File: config.mk
export PLATFORM = sky130hd
export DESIGN_NAME = class_hierarchy_ancestor_engine
export DESIGN_NICKNAME = d
export VERILOG_FILES = /design/src/rtl/core/chae_pkg.sv /design/src/rtl/core/chae_datapath.sv /design/src/rtl/core/chae_ctrl.sv /design/src/rtl/core/class_hierarchy_ancestor_engine.sv
export SDC_FILE = /design/constraint.sdc
export NUM_CORES = 1
export LEC_CHECK = 0
export BUFFER_PORTS_ARGS = -buffer_cell sky130_fd_sc_hd__buf_2
export CAP_MARGIN = 20
export CORE_MARGIN = 2
export CORE_UTILIZATION = 30
export DETAILED_ROUTE_END_ITERATION = 6
export GPL_TIMING_DRIVEN = 0
export HOLD_SLACK_MARGIN = 0.06
export PLACE_DENSITY_LB_ADDON = 0.25
export RECOVER_POWER = 25
export SLEW_MARGIN = 20
export SYNTH_ARGS = -nofsm -noshare
export SYNTH_HDL_FRONTEND = slang
export SYNTH_SLANG_ARGS = --single-unit
File: constraint.sdc
create_clock -name aclk -period 6.9 [get_ports aclk]
set_clock_uncertainty 0.1 [all_clocks]
set_input_delay 1.725 -clock aclk [delete_from_list [all_inputs] [get_ports aclk]]
set_output_delay 1.725 -clock aclk [all_outputs]
set_load 0.005 [all_outputs]
File: src/rtl/core/chae_pkg.sv
// ============================================================================
// chae_pkg: shared types and constants of the class hierarchy ancestor engine
// Class index widths, walk bounds, operation and status codes, and the
// command/status bundles between the controller and the datapath.
// ============================================================================
package chae_pkg;

    // Class index and table geometry
    localparam int CLS_W       = 6;
    localparam int TABLE_SIZE  = 64;
    localparam int MAX_CLASSES = 64;
    localparam int CNT_W       = $clog2(MAX_CLASSES + 1);
    localparam int IDX_W       = $clog2(TABLE_SIZE + 1);
    localparam int OP_W        = 2;
    localparam int STATUS_W    = 2;

    // Operation codes
    localparam logic [OP_W-1:0] OP_ADD_PARENT = 2'd0;
    localparam logic [OP_W-1:0] OP_CONFORM    = 2'd1;
    localparam logic [OP_W-1:0] OP_COMMON_ANC = 2'd2;
    localparam logic [OP_W-1:0] OP_ACYCLIC    = 2'd3;

    // Result status codes
    localparam logic [STATUS_W-1:0] ST_OK         = 2'd0;
    localparam logic [STATUS_W-1:0] ST_PARENT_SET = 2'd1;
    localparam logic [STATUS_W-1:0] ST_WALK_FAIL  = 2'd2;

    // Commands from the controller to the datapath
    typedef struct packed {
        logic                start;
        logic                wr_parent;
        logic                x_move;
        logic                y_move;
        logic                cnt_dec;
        logic                rewind;
        logic                next_idx;
        logic                set_walk;
        logic                set_res;
        logic                res_flag;
        logic                res_anc;
        logic [STATUS_W-1:0] res_status;
        logic                out_load;
    } chae_cmd_t;

    // Status from the datapath to the controller
    typedef struct packed {
        logic [OP_W-1:0] op;
        logic            a_eq_b;
        logic            range_bad;
        logic            def_a;
        logic            x_zero;
        logic            y_zero;
        logic            x_eq_b;
        logic            x_eq_y;
        logic            def_x;
        logic            def_y;
        logic            x_at_max;
        logic            y_at_max;
        logic            x_deeper;
        logic            y_deeper;
        logic            idx_end;
        logic            def_idx;
        logic            seen_hit;
    } chae_stat_t;

endpackage

File: src/rtl/core/chae_datapath.sv
// ============================================================================
// chae_datapath: parent table, walk registers and result registers
// Holds the parent memory (one write port, two registered read ports), the
// defined bits, two walk pointers with link counters, the class sweep index,
// the visited set of the acyclic walk, and the pending and output results.
// ============================================================================
module chae_datapath
    import chae_pkg::*;
(
    input  logic                aclk,
    input  logic                aresetn,
    input  logic [OP_W-1:0]     s_operation,
    input  logic [CLS_W-1:0]    s_class_a,
    input  logic [CLS_W-1:0]    s_class_b,
    input  chae_cmd_t           cmd,
    output chae_stat_t          stat,
    output logic                m_answer_flag,
    output logic [CLS_W-1:0]    m_ancestor_class,
    output logic [STATUS_W-1:0] m_status
);

    logic [CLS_W-1:0]      parent_mem [TABLE_SIZE];
    logic [CLS_W-1:0]      rd_x_reg;
    logic [CLS_W-1:0]      rd_y_reg;
    logic [TABLE_SIZE-1:0] defined_reg;
    logic [TABLE_SIZE-1:0] seen_reg;
    logic [OP_W-1:0]       op_reg;
    logic [CLS_W-1:0]      a_reg;
    logic [CLS_W-1:0]      b_reg;
    logic [CLS_W-1:0]      x_reg;
    logic [CLS_W-1:0]      y_reg;
    logic [CNT_W-1:0]      cnt_x_reg;
    logic [CNT_W-1:0]      cnt_y_reg;
    logic [IDX_W-1:0]      idx_reg;
    logic                  res_flag_reg;
    logic [CLS_W-1:0]      res_anc_reg;
    logic [STATUS_W-1:0]   res_status_reg;
    logic                  out_flag_reg;
    logic [CLS_W-1:0]      out_anc_reg;
    logic [STATUS_W-1:0]   out_status_reg;

    // Parent memory: write on add, read both walk pointers every cycle
    always_ff @(posedge aclk) begin
        if (cmd.wr_parent) begin
            parent_mem[a_reg] <= b_reg;
        end
        rd_x_reg <= parent_mem[x_reg];
        rd_y_reg <= parent_mem[y_reg];
    end

    // Defined bits: cleared by reset, set when a parent is recorded
    always_ff @(posedge aclk) begin
        if (!aresetn) begin
            defined_reg <= '0;
        end else if (cmd.wr_parent) begin
            defined_reg[a_reg] <= 1'b1;
        end
    end

    // Request capture, walk pointers, counters and visited set
    always_ff @(posedge aclk) begin
        if (cmd.start) begin
            op_reg    <= s_operation;
            a_reg     <= s_class_a;
            b_reg     <= s_class_b;
            x_reg     <= s_class_a;
            y_reg     <= s_class_b;
            cnt_x_reg <= '0;
            cnt_y_reg <= '0;
            idx_reg   <= '0;
        end else begin
            if (cmd.rewind) begin
                x_reg <= a_reg;
                y_reg <= b_reg;
            end
            if (cmd.set_walk) begin
                x_reg    <= idx_reg[CLS_W-1:0];
                seen_reg <= TABLE_SIZE'(1) << idx_reg[CLS_W-1:0];
            end
            if (cmd.x_move) begin
                x_reg              <= rd_x_reg;
                cnt_x_reg          <= cmd.cnt_dec ? cnt_x_reg - 1'b1 : cnt_x_reg + 1'b1;
                seen_reg[rd_x_reg] <= 1'b1;
            end
            if (cmd.y_move) begin
                y_reg     <= rd_y_reg;
                cnt_y_reg <= cmd.cnt_dec ? cnt_y_reg - 1'b1 : cnt_y_reg + 1'b1;
            end
            if (cmd.next_idx) begin
                idx_reg <= idx_reg + 1'b1;
            end
        end
    end

    // Pending result and output register
    always_ff @(posedge aclk) begin
        if (cmd.set_res) begin
            res_flag_reg   <= cmd.res_flag;
            res_anc_reg    <= cmd.res_anc ? x_reg : '0;
            res_status_reg <= cmd.res_status;
        end
        if (cmd.out_load) begin
            out_flag_reg   <= res_flag_reg;
            out_anc_reg    <= res_anc_reg;
            out_status_reg <= res_status_reg;
        end
    end

    // Status toward the controller
    always_comb begin
        stat.op        = op_reg;
        stat.a_eq_b    = (a_reg == b_reg);
        stat.range_bad = (32'(a_reg) >= MAX_CLASSES) || (32'(b_reg) >= MAX_CLASSES);
        stat.def_a     = defined_reg[a_reg];
        stat.x_zero    = (x_reg == '0);
        stat.y_zero    = (y_reg == '0);
        stat.x_eq_b    = (x_reg == b_reg);
        stat.x_eq_y    = (x_reg == y_reg);
        stat.def_x     = defined_reg[x_reg];
        stat.def_y     = defined_reg[y_reg];
        stat.x_at_max  = (cnt_x_reg >= CNT_W'(MAX_CLASSES));
        stat.y_at_max  = (cnt_y_reg >= CNT_W'(MAX_CLASSES));
        stat.x_deeper  = (cnt_x_reg > cnt_y_reg);
        stat.y_deeper  = (cnt_y_reg > cnt_x_reg);
        stat.idx_end   = (idx_reg == IDX_W'(TABLE_SIZE));
        stat.def_idx   = defined_reg[idx_reg[CLS_W-1:0]];
        stat.seen_hit  = seen_reg[rd_x_reg];
    end

    assign m_answer_flag    = out_flag_reg;
    assign m_ancestor_class = out_anc_reg;
    assign m_status         = out_status_reg;

endmodule

File: src/rtl/core/chae_ctrl.sv
// ============================================================================
// chae_ctrl: request sequencer of the class hierarchy ancestor engine
// Accepts one request, steps the datapath through the walk that the
// operation needs (a check state and an advance state per parent link), and
// hands the result to the output register once it is free.
// ============================================================================
module chae_ctrl
    import chae_pkg::*;
(
    input  logic       aclk,
    input  logic       aresetn,
    input  logic       s_valid,
    output logic       s_ready,
    output logic       m_valid,
    input  logic       m_ready,
    input  chae_stat_t stat,
    output chae_cmd_t  cmd
);

    localparam logic [3:0] S_IDLE     = 4'd0;
    localparam logic [3:0] S_DISPATCH = 4'd1;
    localparam logic [3:0] S_CONF_CHK = 4'd2;
    localparam logic [3:0] S_CONF_ADV = 4'd3;
    localparam logic [3:0] S_DEP_CHK  = 4'd4;
    localparam logic [3:0] S_DEP_ADV  = 4'd5;
    localparam logic [3:0] S_EQ_CHK   = 4'd6;
    localparam logic [3:0] S_EQ_ADV   = 4'd7;
    localparam logic [3:0] S_MEET_CHK = 4'd8;
    localparam logic [3:0] S_MEET_ADV = 4'd9;
    localparam logic [3:0] S_ACY_CLS  = 4'd10;
    localparam logic [3:0] S_ACY_CHK  = 4'd11;
    localparam logic [3:0] S_ACY_ADV  = 4'd12;
    localparam logic [3:0] S_FINISH   = 4'd13;

    logic [3:0] state_reg;
    logic [3:0] state_next;
    logic       m_valid_reg;
    logic       m_valid_next;
    logic       x_fail;
    logic       y_fail;

    assign x_fail = !stat.x_zero && (stat.x_at_max || !stat.def_x);
    assign y_fail = !stat.y_zero && (stat.y_at_max || !stat.def_y);

    // State and output valid
    always_ff @(posedge aclk) begin
        if (!aresetn) begin
            state_reg   <= S_IDLE;
            m_valid_reg <= 1'b0;
        end else begin
            state_reg   <= state_next;
            m_valid_reg <= m_valid_next;
        end
    end

    // Next state and commands
    always_comb begin
        state_next   = state_reg;
        cmd          = '0;
        m_valid_next = m_valid_reg && !m_ready;

        case (state_reg)
            S_IDLE: begin
                if (s_valid) begin
                    cmd.start  = 1'b1;
                    state_next = S_DISPATCH;
                end
            end

            S_DISPATCH: begin
                case (stat.op)
                    OP_ADD_PARENT: begin
                        cmd.set_res = 1'b1;
                        if (stat.range_bad) begin
                            cmd.res_status = ST_WALK_FAIL;
                        end else if (stat.def_a) begin
                            cmd.res_status = ST_PARENT_SET;
                        end else begin
                            cmd.wr_parent  = 1'b1;
                            cmd.res_status = ST_OK;
                        end
                        state_next = S_FINISH;
                    end
                    OP_CONFORM: begin
                        state_next = S_CONF_CHK;
                    end
                    OP_COMMON_ANC: begin
                        if (stat.a_eq_b) begin
                            cmd.set_res = 1'b1;
                            cmd.res_anc = 1'b1;
                            state_next  = S_FINISH;
                        end else begin
                            state_next = S_DEP_CHK;
                        end
                    end
                    default: begin
                        state_next = S_ACY_CLS;
                    end
                endcase
            end

            // Conform: climb from class A looking for class B
            S_CONF_CHK: begin
                if (stat.x_eq_b) begin
                    cmd.set_res  = 1'b1;
                    cmd.res_flag = 1'b1;
                    state_next   = S_FINISH;
                end else if (stat.x_zero) begin
                    cmd.set_res = 1'b1;
                    state_next  = S_FINISH;
                end else if (stat.x_at_max || !stat.def_x) begin
                    cmd.set_res    = 1'b1;
                    cmd.res_status = ST_WALK_FAIL;
                    state_next     = S_FINISH;
                end else begin
                    state_next = S_CONF_ADV;
                end
            end

            S_CONF_ADV: begin
                cmd.x_move = 1'b1;
                state_next = S_CONF_CHK;
            end

            // Common ancestor: measure both depths together
            S_DEP_CHK: begin
                if (x_fail || y_fail) begin
                    cmd.set_res    = 1'b1;
                    cmd.res_status = ST_WALK_FAIL;
                    state_next     = S_FINISH;
                end else if (stat.x_zero && stat.y_zero) begin
                    cmd.rewind = 1'b1;
                    state_next = S_EQ_CHK;
                end else begin
                    state_next = S_DEP_ADV;
                end
            end

            S_DEP_ADV: begin
                cmd.x_move = !stat.x_zero;
                cmd.y_move = !stat.y_zero;
                state_next = S_DEP_CHK;
            end

            // Lift the deeper class until both depths match
            S_EQ_CHK: begin
                if (stat.x_deeper || stat.y_deeper) begin
                    state_next = S_EQ_ADV;
                end else begin
                    state_next = S_MEET_CHK;
                end
            end

            S_EQ_ADV: begin
                cmd.cnt_dec = 1'b1;
                cmd.x_move  = stat.x_deeper;
                cmd.y_move  = !stat.x_deeper;
                state_next  = S_EQ_CHK;
            end

            // Climb both together until they meet
            S_MEET_CHK: begin
                if (stat.x_eq_y) begin
                    cmd.set_res = 1'b1;
                    cmd.res_anc = 1'b1;
                    state_next  = S_FINISH;
                end else begin
                    state_next = S_MEET_ADV;
                end
            end

            S_MEET_ADV: begin
                cmd.cnt_dec = 1'b1;
                cmd.x_move  = 1'b1;
                cmd.y_move  = 1'b1;
                state_next  = S_MEET_CHK;
            end

            // Acyclic check: sweep classes, walk each defined one to the root
            S_ACY_CLS: begin
                if (stat.idx_end) begin
                    cmd.set_res  = 1'b1;
                    cmd.res_flag = 1'b1;
                    state_next   = S_FINISH;
                end else if (!stat.def_idx) begin
                    cmd.next_idx = 1'b1;
                end else begin
                    cmd.set_walk = 1'b1;
                    state_next   = S_ACY_CHK;
                end
            end

            S_ACY_CHK: begin
                if (stat.x_zero) begin
                    cmd.next_idx = 1'b1;
                    state_next   = S_ACY_CLS;
                end else if (!stat.def_x) begin
                    cmd.set_res    = 1'b1;
                    cmd.res_status = ST_WALK_FAIL;
                    state_next     = S_FINISH;
                end else begin
                    state_next = S_ACY_ADV;
                end
            end

            S_ACY_ADV: begin
                if (stat.seen_hit) begin
                    cmd.set_res = 1'b1;
                    state_next  = S_FINISH;
                end else begin
                    cmd.x_move = 1'b1;
                    state_next = S_ACY_CHK;
                end
            end

            // Hold the result until the output register is free
            S_FINISH: begin
                if (!m_valid_reg || m_ready) begin
                    cmd.out_load = 1'b1;
                    m_valid_next = 1'b1;
                    state_next   = S_IDLE;
                end
            end

            default: begin
                state_next = S_IDLE;
            end
        endcase
    end

    assign s_ready = (state_reg == S_IDLE);
    assign m_valid = m_valid_reg;

endmodule

File: src/rtl/core/class_hierarchy_ancestor_engine.sv
// Add parent resolves at dispatch; conform climbs from class A link by link; common
// ancestor answers at dispatch on equal classes, else walks both depths, lifts the
// deeper class to equal depth and climbs both jointly; acyclic check sweeps the table
// and walks each defined class toward the root. A result may wait for the output register.
// One request is served at a time, each link through the registered parent read.
// Reset (aresetn, synchronous) clears all defined bits.
// ============================================================================
// class_hierarchy_ancestor_engine: parent-pointer class hierarchy queries
// Keeps a parent table of class indices rooted at class 0 and serves add
// parent, conform, lowest common ancestor and acyclic check requests.
// ============================================================================
module class_hierarchy_ancestor_engine
    import chae_pkg::*;
(
    input  logic                aclk,
    input  logic                aresetn,
    input  logic                s_valid,
    output logic                s_ready,
    input  logic [OP_W-1:0]     s_operation,
    input  logic [CLS_W-1:0]    s_class_a,
    input  logic [CLS_W-1:0]    s_class_b,
    output logic                m_valid,
    input  logic                m_ready,
    output logic                m_answer_flag,
    output logic [CLS_W-1:0]    m_ancestor_class,
    output logic [STATUS_W-1:0] m_status
);

    chae_cmd_t  cmd;
    chae_stat_t stat;

    chae_ctrl u_ctrl (
        .aclk    (aclk),
        .aresetn (aresetn),
        .s_valid (s_valid),
        .s_ready (s_ready),
        .m_valid (m_valid),
        .m_ready (m_ready),
        .stat    (stat),
        .cmd     (cmd)
    );

    chae_datapath u_datapath (
        .aclk             (aclk),
        .aresetn          (aresetn),
        .s_operation      (s_operation),
        .s_class_a        (s_class_a),
        .s_class_b        (s_class_b),
        .cmd              (cmd),
        .stat             (stat),
        .m_answer_flag    (m_answer_flag),
        .m_ancestor_class (m_ancestor_class),
        .m_status         (m_status)
    );

    // One request in flight: accepting a beat drops ready next cycle
    a_one_in_flight: assert property (@(posedge aclk) disable iff (!aresetn)
        s_valid && s_ready |=> !s_ready)
        else $error("request accepted while another is in flight");

    // Only defined status codes leave the block
    a_status_code: assert property (@(posedge aclk) disable iff (!aresetn)
        m_valid |-> (m_status == ST_OK || m_status == ST_PARENT_SET ||
                     m_status == ST_WALK_FAIL))
        else $error("undefined status code on result beat");

    // An ancestor index and a set answer flag never come together
    a_anc_flag_excl: assert property (@(posedge aclk) disable iff (!aresetn)
        m_valid && m_ancestor_class != '0 |-> !m_answer_flag)
        else $error("ancestor class and answer flag both set");

    // An ignored add carries zero answer fields
    a_ignored_add: assert property (@(posedge aclk) disable iff (!aresetn)
        m_valid && m_status == ST_PARENT_SET |->
            !m_answer_flag && m_ancestor_class == '0)
        else $error("ignored add carries answer fields");

endmodule

## After elaboration in Yosys (flattened, before gate mapping)

Memories as Yosys holds them, arrays and structs flattened. A register that Yosys moved wholly into a read port is not among the register bits.
Index checks and enable logic that the tools add are counted.

- Memories: 1
- Bits in writable memories: 384
- Word-level logic and storage cells: 179
- Register bits after elaboration: 198

- Shift-type cells: 1
- Reductions and logical operators: 27
- Bitwise operators: 2
- Add/subtract/negate cells: 5
- Multiplexer cells: 92
- Equality and inequality tests: 22
- Order comparisons: 11

Memory list:

| memory | depth | bits a word | rd ports | clocked after memory_dff | wr ports | line | RTL |
|---|---|---|---|---|---|---|---|
| u_datapath.parent_mem | 64 | 6 | 2 | 2 | 1 | chae_datapath.sv:22 | `logic [CLS_W-1:0] parent_mem [TABLE_SIZE];` |

Operators by type and width:

| kind | count |
|---|---|
| 64-bit two-way mux | 3 |
| 64-bit OR | 2 |
| 1-bit by 6-bit left shift with 64-bit output, first input constant | 1 |
| 4-bit case mux with 14 select lines | 1 |
| 6-bit two-way mux | 7 |
| 1-bit two-way mux | 41 |
| 4-bit two-way mux | 10 |
| 6-bit by 7-bit < comparator with 1-bit output, second input constant | 5 |
| 1-bit binary-select mux with 6-bit select | 5 |
| 4-bit equality test, second input constant | 6 |
| 7-bit by 1-bit adder with 7-bit output, second input constant | 3 |
| 6-bit equality test | 3 |
| 2-bit two-way mux | 9 |
| 4-bit by 3-bit equality test with 1-bit output, second input constant | 4 |
| 7-bit greater-or-equal comparator, second input constant | 2 |
| 7-bit > comparator | 2 |
| 7-bit two-way mux | 2 |
| 7-bit by 1-bit subtractor with 7-bit output, second input constant | 2 |
| 1-bit demux with 6-bit select | 2 |
| 6-bit by 1-bit greater-or-equal comparator with 1-bit output, second input constant | 2 |
| 6-bit logical NOT | 2 |
| 4-bit case mux with 3 select lines | 1 |
| 3-bit two-way mux | 3 |
| 4-bit by 2-bit equality test with 1-bit output, second input constant | 2 |
| other kinds (21) | 40 |

## Longest topological paths before layout

- Depth after elaboration: 12
- Gate-level depth with buffers: 16
- Gate-level depth less buffers: 13

## Cells and area by module

From an unflattened synthesis, not the netlist that was laid out.

- Cells, all modules: 2,157
- Area, all modules: 30,436.7 um^2

By module, submodules not included:

| module | seq. area each (um^2) | area an instance (um^2) | instances | cells each |
|---|---|---|---|---|
| chae_datapath | 16,716.0 | 29,652.2 | 1 | 2,045 |
| chae_ctrl | 100.1 | 784.5 | 1 | 112 |

## Worst setup path before layout

Ideal clock, no wire load.

- Path type: input-to-reg
- Start point: input port s_valid
- End point: register u_datapath.y_reg[0] (data pin)
- Setup slack: 2,500 ps
- Arrival time: 3,938 ps
- Cell stages on the path: 3
- Data required time: 6,437 ps
- Cells stage by stage: nand2_1 -> clkbuf_1 -> a21oi_1

- Longest elaborated chain between the ends: 3

RTL lines:

| element | line | RTL |
|---|---|---|
| start, declared | class_hierarchy_ancestor_engine.sv:17 | `input logic s_valid,` |
| 1-bit two-way mux | chae_ctrl.sv:64 | `if (s_valid) begin` |
| 1-bit two-way mux | chae_ctrl.sv:62 | `case (state_reg)` |
| 6-bit two-way mux | chae_datapath.sv:62 | `if (cmd.start) begin` |
| end signal, assigned | chae_datapath.sv:67 | `y_reg <= s_class_b;` |
| end signal, assigned | chae_datapath.sv:74 | `y_reg <= b_reg;` |
| end signal, assigned | chae_datapath.sv:86 | `y_reg <= rd_y_reg;` |
| end, declared | chae_datapath.sv:31 | `logic [CLS_W-1:0] y_reg;` |

No other way between the ends.
A chain may end at the register's enable or synchronous reset.

## Worst setup path in the final report

- Start point: register u_datapath.a_reg[2]
- End point: memory u_datapath.parent_mem[39][1] (enable)

- Longest elaborated chain between the ends: 7

RTL lines:

| element | line | RTL |
|---|---|---|
| start, declared | chae_datapath.sv:28 | `logic [CLS_W-1:0] a_reg;` |
| start signal, assigned | chae_datapath.sv:64 | `a_reg <= s_class_a;` |
| 1-bit binary-select mux with 6-bit select | chae_datapath.sv:114 | `stat.def_a = defined_reg[a_reg];` |
| 1-bit two-way mux (not written as such) | chae_datapath.sv:114 |  |
| 1-bit two-way mux | chae_ctrl.sv:76 | `end else if (stat.def_a) begin` |
| 1-bit two-way mux | chae_ctrl.sv:71 | `case (stat.op)` |
| 1-bit two-way mux | chae_ctrl.sv:62 |  |
| 1-bit two-way mux | chae_datapath.sv:44 | `if (cmd.wr_parent) begin` |
| 1-bit two-way mux (not written as such) | chae_datapath.sv:45 | `parent_mem[a_reg] <= b_reg;` |
| end, declared | chae_datapath.sv:22 |  |

Parallel ways exist; a longest one is shown, timed or not. The select of a mux whose other input is x is not followed.

==> metrics.cfg <==
[timing]
hold_violations = 0
rsz0062_at_grt = false
drv_slew = 0
max_slew_margin = 0.127
worstMarginPinSlew_ns = 1.31
setup_ws_ns = 1.65
layout_min_cycle_time_ns = 5.25
max_freq_ghz = 0.190
finalSetupViolCount = 0
tns_ns = 0
fin_crit_sh = 0.761

[global_routing]
grt_start_max_net_pins = 46
grt_usage = 0.216
grt_antenna_before_repair = 3
grt_pass1_vias = 20800
globalRoute.totalOverflow = 0
grt_pass1_wl_mm = 158

[logic_synthesis]
yosys.area.top_type_share = 0.488
async_reset_ff_frac = 0
synth_area_sq_um = 30300
synth_area_per_cell_sq_um = 14.8
synth_area_leaders = edfxtp_1 (49%), mux4_2 (20%), dfxtp_1 (6.7%)
synth_flop_cell = edfxtp_1
synthDistinctLibCells = 82
synth_cells = 2052
yosys.area.top_type = edfxtp_1
yosysWarnings = 0
synth_seq_cells = 594
synth.most_common_cell = edfxtp_1
synth_edf_count = 492
ys_seq_area_frac = 0.555
netlist_top_cells_count = edfxtp_1 (492), mux4_2 (273), nor2_1 (145)
syn-num-nets = 2095

[worst_hold_path]
hold_end = u_datapath.m_ancestor_class[1]
worstHoldPathType = reg2reg
hold_start = u_datapath.res_anc_reg[1]
whs_path_depth = 0

[clock_network]
cts_num_sinks = 594
hold_buffers = 0
worst_skew_pair.late_latency_ns = 0.65
post_cts_buffers = 0
cts_buffers = 70
clock_path_buffers = 3
tritoncts = done
path_clk_slew_ns = 0.06
cts-root-buf = clkbuf_16
htreeDepth = 3
post_cts_resized = 0

[routing]
via_count = 20800
ant_nets = 0
via_per_inst = 5.90
drt-initial-drc-count = 2701
drt-total-wl_mm = 112
detail_route.first_pass.iterations = 6
wire_per_inst_um = 31.8
drc = 0

[status]
status = complete, no violations

[floorplanning]
row_count = 116
dieArea_sq_um = 104000
core-area_sq_um = 100000
die_h_um = 322
start_util = 0.302
die_x_um = 322
io_pins = 29

[finish]
ff_latch_area_sq_um = 16800
fillers = 9645
area_delta_synth_final_pct = 14.1
utilization = 0.345
multi_input_area_sq_um = 12700
drive_gt1_frac = 0.230
nNetsFinal = 2219
largest_reg_flops = 384

[place]
io_buffers = 28
pre_cts_ws_ns = 1.81
dp_hpwl_mm = 81.7
gp_congestion = 0.952

[power]
leakage_nw = 11.1
ir_drop_mv = 0.175
power_density_nw_per_um2 = 436

[setup_path]
arrival_ns = 5.41
start_kind = flop
worst_r2r_path_depth = 8
cp-end-kind = flop
regToRegSetupSlack_ns = 1.65
worst-path-max-fanout = 10
r2r-end = u_datapath.parent_mem[39][1]
critPathKind = reg2reg
r2r-start = u_datapath.a_reg[2]
critPathRequiredTime_ns = 7.06

[job]
cap_viol_max_count = 0

-- power breakdown --
part	internal, W	total, W	switching, W
registers	0.00457	0.00485	0.000284
clock network	0.00216	0.00374	0.00158
logic	0.00245	0.00647	0.00403
total	0.00917	0.0151	0.00589
-- worst max-delay path, cell delays in order, from the launching register on --
cell,delay [ns]
edfxtp_1,0.32
clkbuf_1,0.46
buf_1,0.63
o221ai_1,0.24
a221oi_1,0.67
nor3_1,0.18
nor4b_2,0.93
nand2_1,0.38
nor2_1,0.95
-- cells in the final DEF, fill, tap and decap left out, types with 9 or more instances in the layout --
cell type	instances
edfxtp_1	492
mux4_2	273
nor2_1	140
o21ai_1	132
dfxtp_1	102
clkbuf_1	99
mux2i_1	98
nand2_1	81
buf_2	78
clkbuf_16	73
o21ai_0	64
o21a_1	63
a21oi_1	56
nand3_1	28
nor2b_1	27
a22oi_1	26
inv_1	24
nand2b_1	24
ha_1	23
xnor2_1	20
mux2_1	17
a221oi_1	15
clkinv_1	14
clkinv_2	14
and2_1	13
xor2_1	12
or3_1	10
buf_1	10
nor4_1	10
nor3_1	9
nand3b_1	9
-- layout make-up --
class | instances | area share
sequential | 594 | 0.486
multi-input combinational | 1282 | 0.368
timing repair buffer | 52 | 0.00963
clock buffer | 87 | 0.0546
buffer | 147 | 0.0195
clock inverter | 40 | 0.0114
antenna | 1 | 0.0000724
tap | 1298 | 0.0470
inverter | 29 | 0.00315
-- routing by layer --
metal	wire length [um]	share of wire	global-route usage	vias up
li1	-	-	-	8555
met1	45700	0.41	0.285	10900
met2	53300	0.47	0.355	1117
met3	8120	0.072	0.0334	257
met4	5180	0.046	0.0897	0
met5	0	0	0	-
-- per-stage QoR --
| stage | hold slack, ns | power [W] | cell area (sq um) | instances |
|---|---|---|---|---|
| 2_1_floorplan | 0.300 | 0.00883 | 30300 | 2052 |
| 4_1_cts | 0.317 | 0.0151 | 34700 | 3527 |
| 5_1_grt | 0.323 | 0.0156 | 34600 | 3529 |
| 6_report | 0.313 | 0.0151 | 34600 | 3530 |
| 3_5_place_dp | 0.312 | 0.0114 | 32400 | 3400 |
| 3_3_place_gp | 0.307 | 0.0112 | 32100 | 3378 |
-- worst max path at each step --
stage | from | end
after global routing | u_datapath.a_reg[2] | u_datapath.parent_mem[50][2]
after CTS | u_datapath.a_reg[2] | u_datapath.parent_mem[39][1]
after floorplan | s_valid | u_datapath.y_reg[0]
after global placement | s_valid | u_datapath.y_reg[4]
final | u_datapath.a_reg[2] | u_datapath.parent_mem[39][1]
after detailed placement | u_datapath.a_reg[2] | u_datapath.parent_mem[39][0]
-- cell families (layout without fill, tap and decap cells) --
| kind of cell | after synthesis | in the layout | share of synthesized area |
|---|---|---|---|
| DFF | 594 | 594 | 0.555 |
| AOI/OAI and AO/OA | 431 | 431 | 0.0877 |
| and+or+nand+nor | 398 | 398 | 0.0672 |
| muxes | 396 | 396 | 0.245 |
| buffers and inverters | 176 | 355 | 0.0254 |
| xor gates and xnor gates | 32 | 32 | 0.00925 |
| adders and majority gates | 25 | 25 | 0.0108 |
| other | 0 | 1 | 0 |
No activity file was read; power rests on OpenSTA's default activity.
